===== config.mk =====
export PLATFORM = sky130hd
export DESIGN_NAME = mqtt_control_packet_framer_flat
export DESIGN_NICKNAME = d
export VERILOG_FILES = /design/src/sv/mcpf_pkg.sv /design/src/sv/mcpf_req_if.sv /design/src/sv/mcpf_out_if.sv /design/src/sv/mcpf_front.sv /design/src/sv/mcpf_cmdq.sv /design/src/sv/mcpf_back.sv /design/src/sv/mqtt_control_packet_framer.sv /design/src/flat_wrapper.sv
export SDC_FILE = /design/constraint.sdc
export NUM_CORES = 1
export LEC_CHECK = 0
export BUFFER_PORTS_ARGS = -buffer_cell sky130_fd_sc_hd__buf_2
export CORE_MARGIN = 3
export CORE_UTILIZATION = 40
export CTS_CLUSTER_DIAMETER = 200
export CTS_CLUSTER_SIZE = 40
export DETAILED_ROUTE_END_ITERATION = 10
export GPL_ROUTABILITY_DRIVEN = 0
export PLACE_DENSITY_LB_ADDON = 0.25
export SYNTH_ARGS = -nofsm -noshare
export SYNTH_HDL_FRONTEND = slang
export SYNTH_SLANG_ARGS = --single-unit

===== constraint.sdc =====
create_clock -name i_clk -period 10 [get_ports i_clk]
set_input_delay 1 -clock i_clk [delete_from_list [all_inputs] [get_ports i_clk]]
set_output_delay 1 -clock i_clk [all_outputs]
set_load 0.01 [all_outputs]

===== src/sv/mcpf_pkg.sv =====
`timescale 1ns / 1ps
// shared types, codes and constants of the mqtt control packet framer
package mcpf_pkg;

    localparam int REQ_TYPE_W = 3;
    localparam int LEN_W      = 16;
    localparam int QOS_W      = 2;
    localparam int BYTE_W     = 8;

    // request codes
    localparam logic [REQ_TYPE_W-1:0] REQ_CONNECT = 3'd0;
    localparam logic [REQ_TYPE_W-1:0] REQ_SUB     = 3'd1;
    localparam logic [REQ_TYPE_W-1:0] REQ_UNSUB   = 3'd2;
    localparam logic [REQ_TYPE_W-1:0] REQ_PUB     = 3'd3;
    localparam logic [REQ_TYPE_W-1:0] REQ_PING    = 3'd4;
    localparam logic [REQ_TYPE_W-1:0] REQ_DISC    = 3'd5;
    localparam logic [REQ_TYPE_W-1:0] REQ_DATA    = 3'd6;

    localparam logic [QOS_W-1:0] QOS_MAX = 2'd2;
    localparam logic [QOS_W-1:0] QOS_BAD = 2'd3;

    // configuration port
    localparam int CFG_IDX_W    = 1;
    localparam int CFG_DATA_W   = 16;
    localparam int CONN_FLAGS_W = 8;
    localparam logic [CFG_IDX_W-1:0] CFG_KEEP_ALIVE = 1'd0;
    localparam logic [CFG_IDX_W-1:0] CFG_CONN_FLAGS = 1'd1;
    localparam logic [CFG_DATA_W-1:0]   KEEP_ALIVE_RESET = 16'd60;
    localparam logic [CONN_FLAGS_W-1:0] CONN_FLAGS_RESET = 8'hC2;

    // packet bytes
    localparam logic [BYTE_W-1:0] BYTE_CONNECT = 8'h10;
    localparam logic [BYTE_W-1:0] BYTE_SUB     = 8'h82;
    localparam logic [BYTE_W-1:0] BYTE_UNSUB   = 8'hA2;
    localparam logic [BYTE_W-1:0] BYTE_PUB     = 8'h30;
    localparam logic [BYTE_W-1:0] BYTE_PING    = 8'hC0;
    localparam logic [BYTE_W-1:0] BYTE_DISC    = 8'hE0;
    localparam logic [BYTE_W-1:0] PROTO_LEVEL  = 8'h04;
    localparam logic [LEN_W-1:0]  PROTO_NAME_LEN = 16'd4;
    localparam logic [BYTE_W-1:0] CHAR_M = 8'h4D;
    localparam logic [BYTE_W-1:0] CHAR_Q = 8'h51;
    localparam logic [BYTE_W-1:0] CHAR_T = 8'h54;
    localparam logic [LEN_W-1:0]  SUB_PACKET_ID = 16'h0001;

    // remaining length: three groups of seven bits
    localparam int RL_GROUP_W = 7;
    localparam int REM_LEN_W  = 3 * RL_GROUP_W;
    localparam int REM_N_W    = 2;

    localparam logic [REM_LEN_W-1:0] RL_CONNECT_BASE = 21'd12;
    localparam logic [REM_LEN_W-1:0] RL_SUB_BASE     = 21'd5;
    localparam logic [REM_LEN_W-1:0] RL_UNSUB_BASE   = 21'd4;
    localparam logic [REM_LEN_W-1:0] RL_PUB_BASE     = 21'd2;
    localparam logic [REM_LEN_W-1:0] RL_PREFIX       = 21'd2;

    // byte position within one request's output run
    localparam int POS_W      = 5;
    localparam int BODY_IDX_W = 4;
    localparam logic [POS_W-1:0] BODY_N_CONNECT = 5'd12;
    localparam logic [POS_W-1:0] BODY_N_SUB     = 5'd4;
    localparam logic [POS_W-1:0] BODY_N_PUB     = 5'd2;

    localparam int CMDQ_DEPTH = 4;
    localparam int CMDQ_PTR_W = $clog2(CMDQ_DEPTH);
    localparam int CMDQ_CNT_W = $clog2(CMDQ_DEPTH + 1);

    typedef enum logic [2:0] {
        OP_BAD,
        OP_DATA,
        OP_CONNECT,
        OP_SUB,
        OP_UNSUB,
        OP_PUB,
        OP_PING,
        OP_DISC
    } t_op;

    typedef struct packed {
        t_op                    op;
        logic [BYTE_W-1:0]      lead;
        logic [REM_LEN_W-1:0]   rem_len;
        logic [REM_N_W-1:0]     rem_n;
        logic [LEN_W-1:0]       len1;
        logic                   word_en;
        logic [LEN_W-1:0]       word;
        logic                   byte_en;
        logic [BYTE_W-1:0]      tail_byte;
        logic                   fin;
    } t_cmd;

    typedef struct packed {
        logic full;
        logic empty;
    } t_cmdq_stat;

endpackage


===== src/sv/mcpf_req_if.sv =====
`timescale 1ns / 1ps
// request channel interface
interface mcpf_req_if;
    import mcpf_pkg::*;

    logic                  valid;
    logic                  ready;
    logic [REQ_TYPE_W-1:0] req_type;
    logic [LEN_W-1:0]      first_len;
    logic [LEN_W-1:0]      second_len;
    logic [LEN_W-1:0]      third_len;
    logic [QOS_W-1:0]      qos_level;
    logic [BYTE_W-1:0]     data_byte;

    modport source (
        output valid, req_type, first_len, second_len, third_len, qos_level, data_byte,
        input  ready
    );
    modport sink (
        input  valid, req_type, first_len, second_len, third_len, qos_level, data_byte,
        output ready
    );
endinterface


===== src/sv/mcpf_out_if.sv =====
`timescale 1ns / 1ps
// output byte channel interface
interface mcpf_out_if;
    import mcpf_pkg::*;

    logic              valid;
    logic              ready;
    logic [BYTE_W-1:0] out_byte;
    logic              run_last;
    logic              packet_end;
    logic              bad_request;

    modport source (
        output valid, out_byte, run_last, packet_end, bad_request,
        input  ready
    );
    modport sink (
        input  valid, out_byte, run_last, packet_end, bad_request,
        output ready
    );
endinterface


===== src/sv/mcpf_front.sv =====
`timescale 1ns / 1ps
// request front end: packet state, classification and command build
module mcpf_front (
    input  logic                 i_clk,
    input  logic                 i_rst_n,
    mcpf_req_if.sink             i_req,
    input  mcpf_pkg::t_cmdq_stat i_stat,
    output logic                 o_push,
    output mcpf_pkg::t_cmd       o_cmd
);
    import mcpf_pkg::*;

    typedef enum logic [2:0] {
        K_IDLE,
        K_CONNECT,
        K_SUB,
        K_UNSUB,
        K_PUB
    } t_kind;

    typedef struct packed {
        t_kind             kind;
        logic [1:0]        fidx;
        logic [LEN_W-1:0]  left;
        logic [LEN_W-1:0]  pa;
        logic [LEN_W-1:0]  pb;
        logic [QOS_W-1:0]  qos;
        logic [LEN_W-1:0]  pid;
    } t_fstate;

    typedef struct packed {
        t_fstate           st;
        logic              word_en;
        logic [LEN_W-1:0]  word;
        logic              byte_en;
        logic [BYTE_W-1:0] tail_byte;
        logic              fin;
    } t_settle;

    t_fstate r_st;
    t_fstate n_st;
    t_cmd    cmd;
    logic    accept;

    // close finished fields and open the next one
    function automatic t_settle settle(input t_fstate s);
        t_settle          r;
        logic [LEN_W-1:0] id;
        r    = '0;
        r.st = s;
        id   = s.pid + 16'd1;
        if (s.kind != K_IDLE && s.left == '0) begin
            unique case (s.kind)
                K_CONNECT: begin
                    if (s.fidx == 2'd0 && s.pa != '0) begin
                        r.word_en = 1'b1;
                        r.word    = s.pa;
                        r.st.fidx = 2'd1;
                        r.st.left = s.pa;
                    end else if (s.fidx != 2'd2 && s.pb != '0) begin
                        r.word_en = 1'b1;
                        r.word    = s.pb;
                        r.st.fidx = 2'd2;
                        r.st.left = s.pb;
                    end else begin
                        r.fin = 1'b1;
                    end
                end
                K_SUB: begin
                    r.byte_en   = 1'b1;
                    r.tail_byte = BYTE_W'(s.qos);
                    r.fin       = 1'b1;
                end
                K_PUB: begin
                    if (s.fidx == 2'd0) begin
                        if (s.qos != '0) begin
                            if (id == '0) begin
                                id = 16'd1;
                            end
                            r.st.pid  = id;
                            r.word_en = 1'b1;
                            r.word    = id;
                        end
                        r.st.fidx = 2'd1;
                        r.st.left = s.pa;
                        r.fin     = (s.pa == '0);
                    end else begin
                        r.fin = 1'b1;
                    end
                end
                default: begin
                    r.fin = 1'b1;
                end
            endcase
            if (r.fin) begin
                r.st      = '0;
                r.st.kind = K_IDLE;
                r.st.pid  = (s.kind == K_PUB) ? r.st.pid : s.pid;
            end
        end
        if (r.fin && s.kind == K_PUB) begin
            r.st.pid = (s.fidx == 2'd0 && s.qos != '0) ? id : s.pid;
        end
        return r;
    endfunction

    always_comb begin
        logic [QOS_W-1:0]     qos_sat;
        logic [REM_LEN_W-1:0] l1;
        logic [REM_LEN_W-1:0] l2;
        logic [REM_LEN_W-1:0] l3;
        logic [REM_LEN_W-1:0] add2;
        logic [REM_LEN_W-1:0] add3;
        t_fstate              start;
        t_settle              res;
        logic                 use_settle;

        qos_sat    = (i_req.qos_level == QOS_BAD) ? QOS_MAX : i_req.qos_level;
        l1         = REM_LEN_W'(i_req.first_len);
        l2         = REM_LEN_W'(i_req.second_len);
        l3         = REM_LEN_W'(i_req.third_len);
        add2       = (i_req.second_len != '0) ? l2 + RL_PREFIX : '0;
        add3       = (i_req.third_len != '0) ? l3 + RL_PREFIX : '0;
        n_st       = r_st;
        start      = '0;
        start.kind = K_IDLE;
        start.pid  = r_st.pid;
        use_settle = 1'b0;
        cmd        = '0;
        cmd.op     = OP_BAD;
        cmd.len1   = i_req.first_len;

        if (i_req.req_type == REQ_DATA) begin
            if (r_st.kind != K_IDLE) begin
                cmd.op     = OP_DATA;
                cmd.lead   = i_req.data_byte;
                start      = r_st;
                start.left = r_st.left - 16'd1;
                use_settle = 1'b1;
            end
        end else if (r_st.kind == K_IDLE) begin
            unique case (i_req.req_type)
                REQ_CONNECT: begin
                    cmd.op      = OP_CONNECT;
                    cmd.lead    = BYTE_CONNECT;
                    cmd.rem_len = RL_CONNECT_BASE + l1 + add2 + add3;
                    start.kind  = K_CONNECT;
                    start.left  = i_req.first_len;
                    start.pa    = i_req.second_len;
                    start.pb    = i_req.third_len;
                    use_settle  = 1'b1;
                end
                REQ_SUB: begin
                    cmd.op      = OP_SUB;
                    cmd.lead    = BYTE_SUB;
                    cmd.rem_len = RL_SUB_BASE + l1;
                    start.kind  = K_SUB;
                    start.left  = i_req.first_len;
                    start.qos   = qos_sat;
                    use_settle  = 1'b1;
                end
                REQ_UNSUB: begin
                    cmd.op      = OP_UNSUB;
                    cmd.lead    = BYTE_UNSUB;
                    cmd.rem_len = RL_UNSUB_BASE + l1;
                    start.kind  = K_UNSUB;
                    start.left  = i_req.first_len;
                    use_settle  = 1'b1;
                end
                REQ_PUB: begin
                    cmd.op      = OP_PUB;
                    cmd.lead    = BYTE_PUB | BYTE_W'({qos_sat, 1'b0});
                    cmd.rem_len = RL_PUB_BASE + l1 + l2
                                + ((qos_sat != '0) ? RL_PREFIX : '0);
                    start.kind  = K_PUB;
                    start.left  = i_req.first_len;
                    start.pa    = i_req.second_len;
                    start.qos   = qos_sat;
                    use_settle  = 1'b1;
                end
                REQ_PING: begin
                    cmd.op   = OP_PING;
                    cmd.lead = BYTE_PING;
                    cmd.fin  = 1'b1;
                end
                REQ_DISC: begin
                    cmd.op   = OP_DISC;
                    cmd.lead = BYTE_DISC;
                    cmd.fin  = 1'b1;
                end
                default: begin
                    cmd.op = OP_BAD;
                end
            endcase
        end

        res = settle(start);
        if (use_settle) begin
            n_st          = res.st;
            cmd.word_en   = res.word_en;
            cmd.word      = res.word;
            cmd.byte_en   = res.byte_en;
            cmd.tail_byte = res.tail_byte;
            cmd.fin       = res.fin;
        end

        if (cmd.rem_len[REM_LEN_W-1:2*RL_GROUP_W] != '0) begin
            cmd.rem_n = 2'd3;
        end else if (cmd.rem_len[2*RL_GROUP_W-1:RL_GROUP_W] != '0) begin
            cmd.rem_n = 2'd2;
        end else begin
            cmd.rem_n = 2'd1;
        end
    end

    assign i_req.ready = !i_stat.full;
    assign accept      = i_req.valid && !i_stat.full;
    assign o_push      = accept;
    assign o_cmd       = cmd;

    // all-zero state is idle with no fields open
    always_ff @(posedge i_clk) begin
        if (!i_rst_n) begin
            r_st <= '0;
        end else if (accept) begin
            r_st <= n_st;
        end
    end
endmodule


===== src/sv/mcpf_cmdq.sv =====
`timescale 1ns / 1ps
// command queue between front end and byte sequencer
module mcpf_cmdq (
    input  logic                 i_clk,
    input  logic                 i_rst_n,
    input  logic                 i_push,
    input  mcpf_pkg::t_cmd       i_cmd,
    input  logic                 i_pop,
    output mcpf_pkg::t_cmd       o_head,
    output mcpf_pkg::t_cmdq_stat o_stat
);
    import mcpf_pkg::*;

    t_cmd                  r_mem [CMDQ_DEPTH];
    logic [CMDQ_PTR_W-1:0] r_wr;
    logic [CMDQ_PTR_W-1:0] r_rd;
    logic [CMDQ_CNT_W-1:0] r_cnt;
    logic                  do_push;
    logic                  do_pop;

    assign o_stat.full  = (r_cnt == CMDQ_CNT_W'(CMDQ_DEPTH));
    assign o_stat.empty = (r_cnt == '0);
    assign o_head       = r_mem[r_rd];
    assign do_push      = i_push && !o_stat.full;
    assign do_pop       = i_pop && !o_stat.empty;

    always_ff @(posedge i_clk) begin
        if (do_push) begin
            r_mem[r_wr] <= i_cmd;
        end
    end

    always_ff @(posedge i_clk) begin
        if (!i_rst_n) begin
            r_wr  <= '0;
            r_rd  <= '0;
            r_cnt <= '0;
        end else begin
            if (do_push) begin
                r_wr <= r_wr + CMDQ_PTR_W'(1);
            end
            if (do_pop) begin
                r_rd <= r_rd + CMDQ_PTR_W'(1);
            end
            if (do_push && !do_pop) begin
                r_cnt <= r_cnt + CMDQ_CNT_W'(1);
            end else if (do_pop && !do_push) begin
                r_cnt <= r_cnt - CMDQ_CNT_W'(1);
            end
        end
    end
endmodule


===== src/sv/mcpf_back.sv =====
`timescale 1ns / 1ps
// byte sequencer: expands one command into its output bytes
module mcpf_back (
    input  logic                              i_clk,
    input  logic                              i_rst_n,
    input  mcpf_pkg::t_cmd                    i_head,
    input  mcpf_pkg::t_cmdq_stat              i_stat,
    input  logic [mcpf_pkg::CFG_DATA_W-1:0]   i_keep_alive,
    input  logic [mcpf_pkg::CONN_FLAGS_W-1:0] i_conn_flags,
    output logic                              o_pop,
    mcpf_out_if.source                        o_out
);
    import mcpf_pkg::*;

    logic [POS_W-1:0]  r_pos;
    logic              r_valid;
    logic [BYTE_W-1:0] r_byte;
    logic              r_last;
    logic              r_end;
    logic              r_bad;

    logic [BYTE_W-1:0] cur_byte;
    logic              cur_last;
    logic              load;

    function automatic logic [BYTE_W-1:0] body_byte(
        input t_op                     op,
        input logic [BODY_IDX_W-1:0]   k,
        input logic [CONN_FLAGS_W-1:0] flags,
        input logic [CFG_DATA_W-1:0]   ka,
        input logic [LEN_W-1:0]        l1
    );
        logic [BYTE_W-1:0] b;
        b = '0;
        unique case (op)
            OP_CONNECT: begin
                unique case (k)
                    4'd0:    b = PROTO_NAME_LEN[15:8];
                    4'd1:    b = PROTO_NAME_LEN[7:0];
                    4'd2:    b = CHAR_M;
                    4'd3:    b = CHAR_Q;
                    4'd4:    b = CHAR_T;
                    4'd5:    b = CHAR_T;
                    4'd6:    b = PROTO_LEVEL;
                    4'd7:    b = flags;
                    4'd8:    b = ka[15:8];
                    4'd9:    b = ka[7:0];
                    4'd10:   b = l1[15:8];
                    4'd11:   b = l1[7:0];
                    default: b = '0;
                endcase
            end
            OP_SUB, OP_UNSUB: begin
                unique case (k[1:0])
                    2'd0: b = SUB_PACKET_ID[15:8];
                    2'd1: b = SUB_PACKET_ID[7:0];
                    2'd2: b = l1[15:8];
                    2'd3: b = l1[7:0];
                endcase
            end
            OP_PUB: begin
                b = k[0] ? l1[7:0] : l1[15:8];
            end
            default: begin
                b = '0;
            end
        endcase
        return b;
    endfunction

    always_comb begin
        logic [POS_W-1:0]   body_n;
        logic [POS_W-1:0]   s_body;
        logic [POS_W-1:0]   s_word;
        logic [POS_W-1:0]   s_tb;
        logic [POS_W-1:0]   total;
        logic [POS_W-1:0]   k;
        logic [REM_N_W-1:0] rk;
        logic [RL_GROUP_W-1:0] grp;

        unique case (i_head.op)
            OP_CONNECT:       body_n = BODY_N_CONNECT;
            OP_SUB, OP_UNSUB: body_n = BODY_N_SUB;
            OP_PUB:           body_n = BODY_N_PUB;
            default:          body_n = '0;
        endcase
        s_body = POS_W'(1) + ((i_head.op == OP_BAD || i_head.op == OP_DATA)
                 ? POS_W'(0) : POS_W'(i_head.rem_n));
        s_word = s_body + body_n;
        s_tb   = s_word + (i_head.word_en ? POS_W'(2) : POS_W'(0));
        total  = s_tb + (i_head.byte_en ? POS_W'(1) : POS_W'(0));
        k      = '0;
        rk     = '0;
        grp    = '0;

        priority if (r_pos == '0) begin
            cur_byte = (i_head.op == OP_BAD) ? '0 : i_head.lead;
        end else if (r_pos < s_body) begin
            k  = r_pos - POS_W'(1);
            rk = k[REM_N_W-1:0];
            unique case (rk)
                2'd0:    grp = i_head.rem_len[RL_GROUP_W-1:0];
                2'd1:    grp = i_head.rem_len[2*RL_GROUP_W-1:RL_GROUP_W];
                2'd2:    grp = i_head.rem_len[REM_LEN_W-1:2*RL_GROUP_W];
                default: grp = '0;
            endcase
            cur_byte = {((rk + REM_N_W'(1)) != i_head.rem_n), grp};
        end else if (r_pos < s_word) begin
            k        = r_pos - s_body;
            cur_byte = body_byte(i_head.op, k[BODY_IDX_W-1:0], i_conn_flags,
                                 i_keep_alive, i_head.len1);
        end else if (r_pos < s_tb) begin
            k        = r_pos - s_word;
            cur_byte = k[0] ? i_head.word[7:0] : i_head.word[15:8];
        end else begin
            cur_byte = i_head.tail_byte;
        end

        cur_last = (r_pos == total - POS_W'(1));
    end

    assign load  = !i_stat.empty && (!r_valid || o_out.ready);
    assign o_pop = load && cur_last;

    always_ff @(posedge i_clk) begin
        if (!i_rst_n) begin
            r_pos   <= '0;
            r_valid <= 1'b0;
        end else begin
            if (load) begin
                r_valid <= 1'b1;
                r_pos   <= cur_last ? '0 : r_pos + POS_W'(1);
            end else if (o_out.ready) begin
                r_valid <= 1'b0;
            end
        end
    end

    always_ff @(posedge i_clk) begin
        if (load) begin
            r_byte <= cur_byte;
            r_last <= cur_last;
            r_end  <= cur_last && i_head.fin && (i_head.op != OP_BAD);
            r_bad  <= (i_head.op == OP_BAD);
        end
    end

    assign o_out.valid       = r_valid;
    assign o_out.out_byte    = r_byte;
    assign o_out.run_last    = r_last;
    assign o_out.packet_end  = r_end;
    assign o_out.bad_request = r_bad;
endmodule


===== src/sv/mqtt_control_packet_framer.sv =====
`timescale 1ns / 1ps
// top level of the mqtt 3.1.1 control packet framer
// i_req takes one request per cycle unless the command queue is full: a packet
// start (connect, subscribe, unsubscribe, publish, ping, disconnect) or one
// string byte of the open field. o_out gives the framed packet one byte per
// cycle while the receiver is ready; run_last marks the final byte caused by a
// request, packet_end the byte that closes a packet, and bad_request a single
// zero byte for a rejected request. a request is classified in the cycle it
// is taken and queued as a command (four entries); the byte sequencer turns
// each command into 1 to 18 bytes. a taken request's command goes into the
// queue, and the sequencer then registers its first byte onto o_out once the
// output register is free. a data request without a field boundary yields a
// single byte, a start request its header bytes. i_req.ready drops only when
// the command queue is full. reset clears the packet state, packet id and
// queue, keep-alive goes to 60 and connect flags to 0xc2. a stalled receiver
// holds the output byte and backs up the queue; the user must write the config
// port only while idle, which the block itself does not enforce.
module mqtt_control_packet_framer (
    input  logic                            i_clk,
    input  logic                            i_rst_n,
    input  logic                            i_cfg_we,
    input  logic [mcpf_pkg::CFG_IDX_W-1:0]  i_cfg_idx,
    input  logic [mcpf_pkg::CFG_DATA_W-1:0] i_cfg_data,
    mcpf_req_if.sink                        i_req,
    mcpf_out_if.source                      o_out
);
    import mcpf_pkg::*;

    logic [CFG_DATA_W-1:0]   r_keep_alive;
    logic [CONN_FLAGS_W-1:0] r_conn_flags;

    logic       push;
    logic       pop;
    t_cmd       cmd;
    t_cmd       head;
    t_cmdq_stat stat;

    always_ff @(posedge i_clk) begin
        if (!i_rst_n) begin
            r_keep_alive <= KEEP_ALIVE_RESET;
            r_conn_flags <= CONN_FLAGS_RESET;
        end else if (i_cfg_we) begin
            unique case (i_cfg_idx)
                CFG_KEEP_ALIVE: r_keep_alive <= i_cfg_data;
                CFG_CONN_FLAGS: r_conn_flags <= i_cfg_data[CONN_FLAGS_W-1:0];
            endcase
        end
    end

    mcpf_front u_front (
        .i_clk   (i_clk),
        .i_rst_n (i_rst_n),
        .i_req   (i_req),
        .i_stat  (stat),
        .o_push  (push),
        .o_cmd   (cmd)
    );

    mcpf_cmdq u_cmdq (
        .i_clk   (i_clk),
        .i_rst_n (i_rst_n),
        .i_push  (push),
        .i_cmd   (cmd),
        .i_pop   (pop),
        .o_head  (head),
        .o_stat  (stat)
    );

    mcpf_back u_back (
        .i_clk        (i_clk),
        .i_rst_n      (i_rst_n),
        .i_head       (head),
        .i_stat       (stat),
        .i_keep_alive (r_keep_alive),
        .i_conn_flags (r_conn_flags),
        .o_pop        (pop),
        .o_out        (o_out)
    );
endmodule

===== src/flat_wrapper.sv =====
// flat-port wrapper written by rule: the top's interface ports become plain ports
module mqtt_control_packet_framer_flat import mcpf_pkg::*;
  (i_clk, i_rst_n, i_cfg_we, i_cfg_idx, i_cfg_data, i_req_valid, i_req_req_type, i_req_first_len, i_req_second_len, i_req_third_len, i_req_qos_level, i_req_data_byte, i_req_ready, o_out_valid, o_out_out_byte, o_out_run_last, o_out_packet_end, o_out_bad_request, o_out_ready);
  mcpf_req_if i_req_i ();
  mcpf_out_if o_out_i ();
  input  logic i_clk;
  input  logic i_rst_n;
  input  logic i_cfg_we;
  input  logic [mcpf_pkg::CFG_IDX_W-1:0] i_cfg_idx;
  input  logic [mcpf_pkg::CFG_DATA_W-1:0] i_cfg_data;
  input wire logic [$bits(i_req_i.valid)-1:0] i_req_valid;
  input wire logic [$bits(i_req_i.req_type)-1:0] i_req_req_type;
  input wire logic [$bits(i_req_i.first_len)-1:0] i_req_first_len;
  input wire logic [$bits(i_req_i.second_len)-1:0] i_req_second_len;
  input wire logic [$bits(i_req_i.third_len)-1:0] i_req_third_len;
  input wire logic [$bits(i_req_i.qos_level)-1:0] i_req_qos_level;
  input wire logic [$bits(i_req_i.data_byte)-1:0] i_req_data_byte;
  output wire logic [$bits(i_req_i.ready)-1:0] i_req_ready;
  output wire logic [$bits(o_out_i.valid)-1:0] o_out_valid;
  output wire logic [$bits(o_out_i.out_byte)-1:0] o_out_out_byte;
  output wire logic [$bits(o_out_i.run_last)-1:0] o_out_run_last;
  output wire logic [$bits(o_out_i.packet_end)-1:0] o_out_packet_end;
  output wire logic [$bits(o_out_i.bad_request)-1:0] o_out_bad_request;
  input wire logic [$bits(o_out_i.ready)-1:0] o_out_ready;
  assign i_req_i.valid = i_req_valid;
  assign i_req_i.req_type = i_req_req_type;
  assign i_req_i.first_len = i_req_first_len;
  assign i_req_i.second_len = i_req_second_len;
  assign i_req_i.third_len = i_req_third_len;
  assign i_req_i.qos_level = i_req_qos_level;
  assign i_req_i.data_byte = i_req_data_byte;
  assign i_req_ready = i_req_i.ready;
  assign o_out_valid = o_out_i.valid;
  assign o_out_out_byte = o_out_i.out_byte;
  assign o_out_run_last = o_out_i.run_last;
  assign o_out_packet_end = o_out_i.packet_end;
  assign o_out_bad_request = o_out_i.bad_request;
  assign o_out_i.ready = o_out_ready;
  mqtt_control_packet_framer u_core (.i_clk(i_clk), .i_rst_n(i_rst_n), .i_cfg_we(i_cfg_we), .i_cfg_idx(i_cfg_idx), .i_cfg_data(i_cfg_data), .i_req(i_req_i), .o_out(o_out_i));
endmodule

==> metrics.cfg <==
[outcome]
status=finished clean

[routing]
drc=0
highest_layer=met5
first_iter_violations=1664
wl_per_cell_um=23.7
wl_met2_mm=29.9
drtAntennaViolNets=0
first_pass_iters=5
viasPerCell=6.09
met3WireLength_mm=4.92
wl_met1_mm=29.6
vias=17077
drt_wl_total_mm=66.5

[layout]
postLayoutCoreUtil=0.435
num_antenna_cells=0
layout-drive-gt1-share=0.122
syn_to_final_growth_pct=6.69
stdcell_area_um2=24200
nNetsFinal=2255
nFillCells=5281

[sta]
worst_slack_ns=3.80
finalMaxSlewViolations=0
rsz0062_at_grt=false
worstMarginPinSlew_ns=1.25
setup_viol=0
fin_crit_ns=6.20
layout_worst_path_cycle_share=0.620
tns_ns=0
max_freq_ghz=0.161
skew_ns=0.0297
slew_headroom=0.166
hold_viol=0

[grt]
grt_pass1_vias=16420
grt_pass1_wl_mm=101
grt-ovfl-total=0
grt.total_usage=0.218
grt_max_degree=78
antenna_found_initial=1

[critical_path]
critPathSlowestCell=dfxtp_2
crit_fanout=41
worstPathRequired_ns=10.47
crit_arrival_ns=6.67
startpoint_type=register
slowest_delay_ns=0.77
cp-end-kind=register
setup.worst_path.class=register to register
path_cells=buf_4 > mux4_2 > o21ai_0 > inv_1 > ha_1 > ha_1 > inv_1 > fa_1 > inv_1 > ha_1 > xnor2_1 > xnor2_2 > a21boi_2 > nor4_1 > nor3_4 > nand2_2 > ha_1 > inv_1 > fa_1 > xor2_1 > or3_1 > a21boi_0

[hold_path]
min_path_type=register to register

[clocking]
cts_hold_buf=0
htreeDepth=1
cts_inserted_buffers=13
clock_latency_ns=0.53
cts_tree=built
cts.clk_slew.worst_paths_ns=0.15
clock_path_buffers=3
cts_root_buf=clkbuf_16
cts_sinks=397
post_cts_resized=0
cts_setup_buffers=0

[synthesis]
syn_inst=2031
synth_cell_types=92
synth_top_area_cell=edfxtp_1
synth_flop_cell=edfxtp_1
ys_ff_latch=397
syn_avg_cell_area_um2=11.2
yosysSeqAreaShare=0.478
synth_edf_count=287
syn_nets=2235
syn_area_um2=22700
async_reset_ff_frac=0
synth_common_cells=edfxtp_1, nand2_1, nor2_1
synth_top_area_frac=0.380
ys.warnings.count=0
synthTopCellsByArea=edfxtp_1, dfxtp_1, mux4_2
yosysMostFrequentCell=edfxtp_1

[power_and_ir_drop]
ir_drop_mv=0.128
p_leak_nw=8.37
power_w=0.00456
power_density_nw_per_um2=189

[floorplan]
io_pins=96
start_util=0.408
dieArea_um2=59500
core_area_um2=55500
rows=86
die_y_um=244
fp.dieW_um=244

[run]
cap_violations=0

[placement]
dp_hpwl_mm=48.1
portBuffers=95
postPlaceCellArea_um2=23800
dp_slack_ns=3.82

-- state kept, by name (all words and copies together), names as in the netlist, named ones only --
signal                           flops
u_core.u_cmdq.r_rd                   2
u_core.u_back.o_out.packet_end       1
u_core.u_back.o_out.valid            1
u_core.r_keep_alive                 16
u_core.u_back.o_out.bad_request      1
u_core.u_back.o_out.run_last         1
u_core.u_cmdq.r_mem                276
u_core.u_cmdq.r_wr                   2
u_core.u_cmdq.r_cnt                  3
u_core.u_back.r_pos                  5
u_core.r_conn_flags                  8
u_core.u_back.o_out.out_byte         8
u_core.u_front.r_st                 71
-- power breakdown --
group | leakage, nW | switching [W] | internal (W) | total [W]
registers | 3.53 | 0.0000705 | 0.00197 | 0.00205
clock network | 0.172 | 0.000474 | 0.000250 | 0.000724
logic | 4.67 | 0.00112 | 0.000678 | 0.00179
-- final timing paths --
path | from | end | slack [ns] | cells past startpoint
min reg2reg | u_core.u_front.r_st[12]$_SDFFE_PN0P_ | u_core.u_front.r_st[12]$_SDFFE_PN0P_ | 0.48 | 2
max | register | u_core.u_cmdq.r_cnt[2]$_SDFFE_PN0P_ | 3.80 | 22
min | u_core.u_front.r_st[12]$_SDFFE_PN0P_ | u_core.u_front.r_st[12]$_SDFFE_PN0P_ | 0.48 | 2
max reg2reg | register | u_core.u_cmdq.r_cnt[2]$_SDFFE_PN0P_ | 3.80 | 22
-- cell usage in the layout, fill, tap and decap left out, types with 12 or more instances in the layout --
master,n
edfxtp_1,287
nand2_1,165
nor2_1,114
dfxtp_1,108
a21oi_1,100
ha_1,98
buf_2,95
o21ai_0,92
inv_1,84
mux4_2,73
a22oi_1,60
xnor2_1,53
nand3_1,51
nor2b_1,48
nor3_1,47
xor2_1,43
a22o_1,36
a21boi_0,32
nor4_1,29
and2_1,25
and3_1,24
buf_4,23
fa_1,22
nand4_1,21
mux2i_1,20
a31oi_1,19
o22ai_1,18
a211oi_1,16
a21o_1,16
or3_1,14
clkbuf_16,13
nand2b_1,12
o31ai_1,12
-- cell type report --
cell class	instances	area, µm²	area share
clock buffer	20	352	0.0145
inverter	84	315	0.0130
clock inverter	1	5.00	0.000207
sequential	397	10800	0.448
timing repair buffer	118	648	0.0268
tap	748	936	0.0387
multi-input combinational	1437	11100	0.459
-- through the flow --
stage	hold WS [ns]	instances
CTS	0.479	2805
finish	0.476	2805
detailed placement	0.461	2784
floorplan	0.436	2031
global route	0.504	2805
global placement	0.455	2784
-- routing by layer --
layer | vias up | global-route usage
li1 | 7716 | -
met1 | 8474 | 0.318
met2 | 758 | 0.343
met3 | 127 | 0.0253
met4 | 2 | 0.0601
met5 | - | 0
-- cell families (layout without fill, tap and decap cells) --
| family | after synthesis | in the layout | share of synthesized area |
|---|---|---|---|
| DFF | 397 | 397 | 0.478 |
| buffers and inverters | 197 | 223 | 0.0346 |
| and+or+nand+nor | 612 | 612 | 0.139 |
| AOI/OAI and AO/OA | 509 | 509 | 0.153 |
| muxes | 98 | 98 | 0.0839 |
| xor gates and xnor gates | 97 | 97 | 0.0378 |
| adders and majority gates | 121 | 121 | 0.0741 |
-- worst max-delay path, delay by kind of cell (launching register included) --
family | cells | cell delay (ns)
compound gates | 3 | 0.41
xor+xnor | 3 | 0.70
fa+ha+maj | 6 | 1.87
buf+inv | 5 | 0.93
flops | 1 | 0.77
mux | 1 | 0.43
simple gates | 4 | 0.99
Note: power is estimated with default switching activity, not from simulation.
